**src/hdl/apid_pkg.sv**
```systemverilog
// ---------------------------------------------------------------------------
// Angle PID package
// Widths, fixed-point constants, register indexes and shared helpers for
// the angle PID controller.
// ---------------------------------------------------------------------------
package apid_pkg;

  localparam int AngleW   = 16;
  localparam int ErrW     = AngleW + 1;
  localparam int GainW    = 24;
  localparam int IntW     = 32;
  localparam int DriveW   = 12;
  localparam int FracBits = 20;
  localparam int CfgIdxW  = 2;
  localparam int SumW     = 44;

  // Register indexes of the configuration port.
  localparam logic [CfgIdxW-1:0] CfgKp = 2'd0;
  localparam logic [CfgIdxW-1:0] CfgKi = 2'd1;
  localparam logic [CfgIdxW-1:0] CfgKd = 2'd2;

  // Half and full turn in 1/16 degree.
  localparam logic signed [ErrW-1:0] HalfTurn = 17'sd2880;
  localparam logic signed [ErrW-1:0] FullTurn = 17'sd5760;

  localparam int DriveLimit = 1500;
  // Drive limit with 20 fraction bits.
  localparam logic signed [IntW-1:0] LimitFixed = 32'sd1572864000;

  typedef struct packed {
    logic signed [GainW-1:0] kp;
    logic signed [GainW-1:0] ki;
    logic signed [GainW-1:0] kd;
  } gains_t;

  function automatic logic signed [IntW-1:0] clamp_fixed(
    input logic signed [SumW-1:0] v
  );
    logic signed [SumW-1:0] lim;
    logic signed [IntW-1:0] res;
    lim = SumW'(LimitFixed);
    if (v > lim) begin
      res = LimitFixed;
    end else if (v < -lim) begin
      res = -LimitFixed;
    end else begin
      res = v[IntW-1:0];
    end
    return res;
  endfunction

endpackage

```
**src/hdl/apid_cfg_regs.sv**
```systemverilog
// ---------------------------------------------------------------------------
// Angle PID gain registers
// Holds kp, ki and kd, written through a plain indexed write port.
// ---------------------------------------------------------------------------
module apid_cfg_regs (
  input  logic                         clk_i,
  input  logic                         rst_ni,
  input  logic                         cfg_we_i,
  input  logic [apid_pkg::CfgIdxW-1:0] cfg_idx_i,
  input  logic [apid_pkg::GainW-1:0]   cfg_wdata_i,
  output apid_pkg::gains_t             gains_o
);
  import apid_pkg::*;

  gains_t gains_q, gains_d;

  always_comb begin
    gains_d = gains_q;
    if (cfg_we_i) begin
      case (cfg_idx_i)
        CfgKp:   gains_d.kp = cfg_wdata_i;
        CfgKi:   gains_d.ki = cfg_wdata_i;
        CfgKd:   gains_d.kd = cfg_wdata_i;
        default: gains_d = gains_q;
      endcase
    end
  end

  always_ff @(posedge clk_i or negedge rst_ni) begin
    if (!rst_ni) begin
      gains_q <= '0;
    end else begin
      gains_q <= gains_d;
    end
  end

  assign gains_o = gains_q;

endmodule

```
**src/hdl/apid_error.sv**
```systemverilog
// ---------------------------------------------------------------------------
// Angle PID error unit
// Forms target minus measured angle and wraps it once by a full turn.
// ---------------------------------------------------------------------------
module apid_error (
  input  logic signed [apid_pkg::AngleW-1:0] target_i,
  input  logic signed [apid_pkg::AngleW-1:0] measured_i,
  output logic signed [apid_pkg::ErrW-1:0]   err_o
);
  import apid_pkg::*;

  logic signed [ErrW-1:0] diff;

  assign diff = ErrW'(target_i) - ErrW'(measured_i);

  // Only one wrap is applied; angles far outside one turn keep a large error.
  always_comb begin
    if (diff > HalfTurn) begin
      err_o = diff - FullTurn;
    end else if (diff < -HalfTurn) begin
      err_o = diff + FullTurn;
    end else begin
      err_o = diff;
    end
  end

endmodule

```
**src/hdl/apid_datapath.sv**
```systemverilog
// ---------------------------------------------------------------------------
// Angle PID datapath
// Integrator and previous-error state, gain products and output clamp.
// ---------------------------------------------------------------------------
module apid_datapath (
  input  logic                              clk_i,
  input  logic                              rst_ni,
  input  logic                              en_i,
  input  logic signed [apid_pkg::ErrW-1:0]  err_i,
  input  apid_pkg::gains_t                  gains_i,
  output logic signed [apid_pkg::DriveW-1:0] drive_o
);
  import apid_pkg::*;

  localparam int ProdW  = GainW + ErrW;
  localparam int DeltaW = ErrW + 1;
  localparam int DProdW = GainW + DeltaW;

  logic signed [IntW-1:0]   integ_q, integ_d;
  logic signed [ErrW-1:0]   prev_err_q;
  logic signed [GainW-1:0]  kp, ki, kd;
  logic signed [DeltaW-1:0] delta;
  logic signed [ProdW-1:0]  kp_prod, ki_prod;
  logic signed [DProdW-1:0] kd_prod;
  logic signed [SumW-1:0]   acc, sum;
  logic signed [IntW-1:0]   sum_clamped;

  assign kp = gains_i.kp;
  assign ki = gains_i.ki;
  assign kd = gains_i.kd;

  assign delta   = DeltaW'(err_i) - DeltaW'(prev_err_q);
  assign kp_prod = ProdW'(kp) * ProdW'(err_i);
  assign ki_prod = ProdW'(ki) * ProdW'(err_i);
  assign kd_prod = DProdW'(kd) * DProdW'(delta);

  // The integrator saturates before it feeds the output sum.
  assign acc     = SumW'(integ_q) + SumW'(ki_prod);
  assign integ_d = clamp_fixed(acc);

  assign sum         = SumW'(kp_prod) + SumW'(integ_d) + SumW'(kd_prod);
  assign sum_clamped = clamp_fixed(sum);

  // Dropping the fraction bits of a two's complement value rounds down.
  assign drive_o = sum_clamped[FracBits +: DriveW];

  always_ff @(posedge clk_i or negedge rst_ni) begin
    if (!rst_ni) begin
      integ_q    <= '0;
      prev_err_q <= '0;
    end else if (en_i) begin
      integ_q    <= integ_d;
      prev_err_q <= err_i;
    end
  end

endmodule

```
**src/hdl/angle_pid_controller_core.sv**
```systemverilog
// ---------------------------------------------------------------------------
// Angle PID controller core
// A request on the slave stream carries a target and a measured angle in
// 1/16 degree; the master stream returns one saturated drive value for each.
// Gains kp, ki and kd (signed, 20 fraction bits) are set through the write
// port while the block is idle; writes to an unused index are ignored.
// An accepted request is stored in the input register, then crosses the PID
// datapath into the output register once the output register is free.
// Throughput is one request per cycle while the receiver takes each output;
// the datapath updates its integrator once for each request.
// Reset clears the gains, the integrator, the previous error and both
// valid flags. When the receiver stalls, the output holds its value, the
// input register keeps one more request, and then tready drops until the
// output is taken.
// ---------------------------------------------------------------------------
module angle_pid_controller_core (
  input  logic                         clk_i,
  input  logic                         rst_ni,
  input  logic                         cfg_we_i,
  input  logic [apid_pkg::CfgIdxW-1:0] cfg_idx_i,
  input  logic [apid_pkg::GainW-1:0]   cfg_wdata_i,
  input  logic                         s_axis_tvalid,
  output logic                         s_axis_tready,
  // [15:0] target_angle, [31:16] measured_angle
  input  logic [31:0]                  s_axis_tdata,
  output logic                         m_axis_tvalid,
  input  logic                         m_axis_tready,
  // [11:0] drive, [15:12] zero
  output logic [15:0]                  m_axis_tdata
);
  import apid_pkg::*;

  gains_t gains;

  logic                     in_valid_q, in_valid_d;
  logic signed [AngleW-1:0] target_q, measured_q;
  logic                     out_valid_q, out_valid_d;
  logic signed [DriveW-1:0] drive_q;
  logic signed [DriveW-1:0] drive_d;
  logic signed [ErrW-1:0]   err;
  logic                     out_free;
  logic                     advance;
  logic                     in_accept;

  assign out_free      = !out_valid_q || m_axis_tready;
  assign advance       = in_valid_q && out_free;
  assign s_axis_tready = !in_valid_q || out_free;
  assign in_accept     = s_axis_tvalid && s_axis_tready;

  always_comb begin
    in_valid_d = in_valid_q;
    if (in_accept) begin
      in_valid_d = 1'b1;
    end else if (advance) begin
      in_valid_d = 1'b0;
    end
  end

  always_comb begin
    out_valid_d = out_valid_q;
    if (advance) begin
      out_valid_d = 1'b1;
    end else if (m_axis_tready) begin
      out_valid_d = 1'b0;
    end
  end

  always_ff @(posedge clk_i or negedge rst_ni) begin
    if (!rst_ni) begin
      in_valid_q  <= 1'b0;
      out_valid_q <= 1'b0;
    end else begin
      in_valid_q  <= in_valid_d;
      out_valid_q <= out_valid_d;
    end
  end

  always_ff @(posedge clk_i) begin
    if (in_accept) begin
      target_q   <= s_axis_tdata[AngleW-1:0];
      measured_q <= s_axis_tdata[2*AngleW-1:AngleW];
    end
    if (advance) begin
      drive_q <= drive_d;
    end
  end

  apid_cfg_regs u_cfg_regs (
    .clk_i       (clk_i),
    .rst_ni      (rst_ni),
    .cfg_we_i    (cfg_we_i),
    .cfg_idx_i   (cfg_idx_i),
    .cfg_wdata_i (cfg_wdata_i),
    .gains_o     (gains)
  );

  apid_error u_error (
    .target_i   (target_q),
    .measured_i (measured_q),
    .err_o      (err)
  );

  apid_datapath u_datapath (
    .clk_i   (clk_i),
    .rst_ni  (rst_ni),
    .en_i    (advance),
    .err_i   (err),
    .gains_i (gains),
    .drive_o (drive_d)
  );

  assign m_axis_tvalid = out_valid_q;
  assign m_axis_tdata  = {{(16 - DriveW){1'b0}}, drive_q};

endmodule

```
**config.mk**
```make
export PLATFORM = sky130hd
export DESIGN_NAME = angle_pid_controller_core
export DESIGN_NICKNAME = d
export VERILOG_FILES = /design/src/hdl/apid_pkg.sv /design/src/hdl/apid_cfg_regs.sv /design/src/hdl/apid_error.sv /design/src/hdl/apid_datapath.sv /design/src/hdl/angle_pid_controller_core.sv
export SDC_FILE = /design/constraint.sdc
export NUM_CORES = 2
export LEC_CHECK = 0
export BUFFER_PORTS_ARGS = -buffer_cell sky130_fd_sc_hd__buf_2
export CORE_MARGIN = 4
export CORE_UTILIZATION = 55
export DETAILED_ROUTE_END_ITERATION = 10
export PLACE_DENSITY = 0.77
export SYNTH_ARGS = -nofsm -noshare
export SYNTH_HDL_FRONTEND = slang
export SYNTH_SLANG_ARGS = --single-unit
```
**constraint.sdc**
```tcl
create_clock -name clk_i -period 23.2 [get_ports clk_i]
set_clock_uncertainty 0.15 [all_clocks]
set_input_delay 4.64 -clock clk_i [delete_from_list [all_inputs] [get_ports clk_i]]
set_output_delay 4.64 -clock clk_i [all_outputs]
set_load 0.02 [all_outputs]
```
==> results.ini <==
[synthesis]
syn_area_um2=56650
synth_edf_count=44
syn_inst=6138
yosysWarnings=0
synth_area_leaders=fa_1 49%, inv_1 10%, ha_1 6.7%, nand2_1 5.6%, dfrtp_1 5.4%
synth-main-ff-cell=dfrtp_1
synthArstFlopShare_pct=73.65
seq_area_frac_synth_pct=7.766
avgSynthCellArea_um2=9.229
yosys.area.top_type=fa_1
ys_ff_latch=167
yosysUniqueCellTypes=79
synth_top_area_share_pct=49.19

[sta]
max_slew_margin_pct=6.356
timing.final.crit_share_pct=91.69
rsz0062_at_grt=no
finalSetupTns_ns=0
period_needed_ns=21.27
tightest_slew_ns=1.403
max_freq_mhz=47.01
final-hold-violation-count=0
slew_violations=0
setup_violations=0

[placement]
dp_hpwl_mm=115.7
portBuffers=76
gp_congestion=0.9086

[routing]
drt_pass1_iterations=7
antenna_left=0
vias_per_cell=5.568
wl_mm=142.3
wire_per_inst_um=19.25
dr_total_vias=41149
drc=0
initialDrtViolationCount=3062

[job]
cap_violations=0

[worst_setup_path]
crit_top_cell=fa_1
required_ns=23.33
worstReg2RegStart=target_q[0]
path_delay_family=adder cells
arrival_ns=21.40
start_kind=flip-flop
r2r_slack_ns=1.93
timing_worst_setup_path_type=reg -> reg
reg2reg_depth=62
critPathSlowestCell=inv_1
r2r_end=drive_q[5]
crit_fanout=23
path_buf_inv=10
end_kind=flip-flop
crit_path_max_incr_delay_ns=1.09

[min_path]
hp-class=reg -> reg
whs_path_depth=1
whs_endpoint=m_axis_tvalid
worstHoldStart=in_valid_q

[global_routing]
grt_max_degree=63
grt_pass1_wl_mm=237.8
grt_pass1_vias=45726
overflow=0
antenna_found_initial=6
grt_use_total_pct=28.00

[cts]
htreeDepth=4
clk_path_buf_depth=2
cts_tree=built
cts_resized=0
worstSkewPairLatency_ns=0.51
ctsHoldBuffers=0
cts_inserted_buffers=17
clock-root-buffer=clkbuf_16
cts_num_sinks=167
clkSlewWorstSetupHoldPaths_ns=0.10
cts_setup_buffers=0

[finish]
nFillCells=8691
area_growth_pct=3.907
fin_nets=7765
final_layout_size_suffix_gt1_share_pct=5.018

[floorplan]
ios=81
die_w_um=328.9
dieArea_um2=108200
rows=117
die-height_um=328.9
start_util_pct=55.52
core-area_um2=102000

[status]
outcome=complete, no violations

[Yosys cell counts, drive strengths merged, types with 25 or more instances]
library cell  instances
buf                  44
edfxtp               44
xor2                 35
o21a                 25
o21ai               116
nor3                 33
nor2b                53
mux2                 85
xnor2                76
a21o                 43
ha                  305
a21oi               109
nand2               840
inv                1583
fa                 1392
nand3                32
nand2b              123
nor2                118
and2                425
dfrtp               123
clkbuf              244
[cell usage in the layout, fill, tap and decap left out, types with 18 or more instances in the layout]
master and count:
xnor2_1 61, o21ai_0 114, buf_4 57, nand2_1 840
inv_1 1582, a21oi_1 109, nor3_1 32, buf_2 75
nand3_1 31, nor2_1 118, a21o_1 43, edfxtp_1 44
fa_1 1391, and2_1 424, dfrtp_1 123, ha_1 304
nor2b_1 53, nand2b_1 123, xor2_1 34, or3_1 18
nand4_1 24, o21a_1 25, mux2_2 85
[state kept, by name (all words and copies together), names as in the netlist]
register	count
drive_q	12
measured_q	16
m_axis_tvalid	1
u_datapath.prev_err_q	17
u_cfg_regs.gains_o	72
in_valid_q	1
target_q	16
u_datapath.integ_q	32
[kinds of logic after synthesis]
| kind of cell | count (synthesis) | synth area share, % |
|---|---|---|
| AO/OA/AOI/OAI | 472 | 5.500 |
| XOR/XNOR | 111 | 1.729 |
| adder cells (fa/ha/maj) | 1697 | 55.93 |
| buffers and inverters | 1871 | 12.45 |
| flip-flops | 167 | 7.766 |
| multiplexers | 91 | 1.796 |
| other | 1 | 0.006620 |
| AND/OR/NAND/NOR | 1728 | 14.82 |
[worst reg2reg max path, delay by kind of cell (launching register included)]
kind / cells / cell delay (ns)
compound gates: 23 / 7.03
simple gates: 7 / 1.94
flops: 1 / 0.37
fa+ha+maj: 19 / 8.70
buf+inv: 10 / 1.76
xor+xnor: 3 / 1.11
[worst max-delay path by stage]
stage | start | end | slack [ns] | depth (start not counted)
floorplan | target_q[0] | drive_q[5] | 4.92 | 71
global placement | target_q[0] | drive_q[5] | 2.63 | 68
detailed placement | target_q[0] | drive_q[5] | 2.18 | 64
CTS | target_q[0] | drive_q[5] | 2.17 | 64
global route | target_q[0] | drive_q[9] | 0.51 | 64
finish | target_q[0] | drive_q[5] | 1.93 | 62
[stage by stage]
step | cell area [µm²] | hold slack [ns] | setup WS, ns | util (%) | cells
global route | 58850 | 0.3742 | 0.5064 | 57.68 | 7386
CTS | 58850 | 0.3468 | 2.166 | 57.68 | 7386
global placement | 58270 | 0.3152 | 2.626 | 57.11 | 7354
finish | 58860 | 0.3504 | 1.928 | 57.69 | 7390
floorplan | 56660 | 0.2998 | 4.920 | - | 6141
detailed placement | 58270 | 0.3323 | 2.178 | 57.11 | 7354
[layout make-up]
type | instances | area [µm²] | share of cell area (%)
flip-flops and latches | 167 | 4399 | 7.474
well taps | 1368 | 1712 | 2.908
multi-input cells | 4103 | 45400 | 77.14
repair buffers | 133 | 814.5 | 1.384
inverters | 1583 | 5942 | 10.10
clock buffers | 17 | 425.4 | 0.7227
diodes | 4 | 10.01 | 0.01701
clock inverters | 15 | 152.6 | 0.2593
[routing by layer]
layer  wire length [µm]  vias to the layer above  GRT usage (%)
li1                   -                    17706              -
met5                 13                        -              0
met3              10430                      443          4.562
met1              54410                    21273          35.71
met2              69320                     1725          46.82
met4               8097                        2          13.62
Power is left out: the tool's default activity adds up to more than one toggle a clock period on the data nets, which glitch-free logic cannot reach.
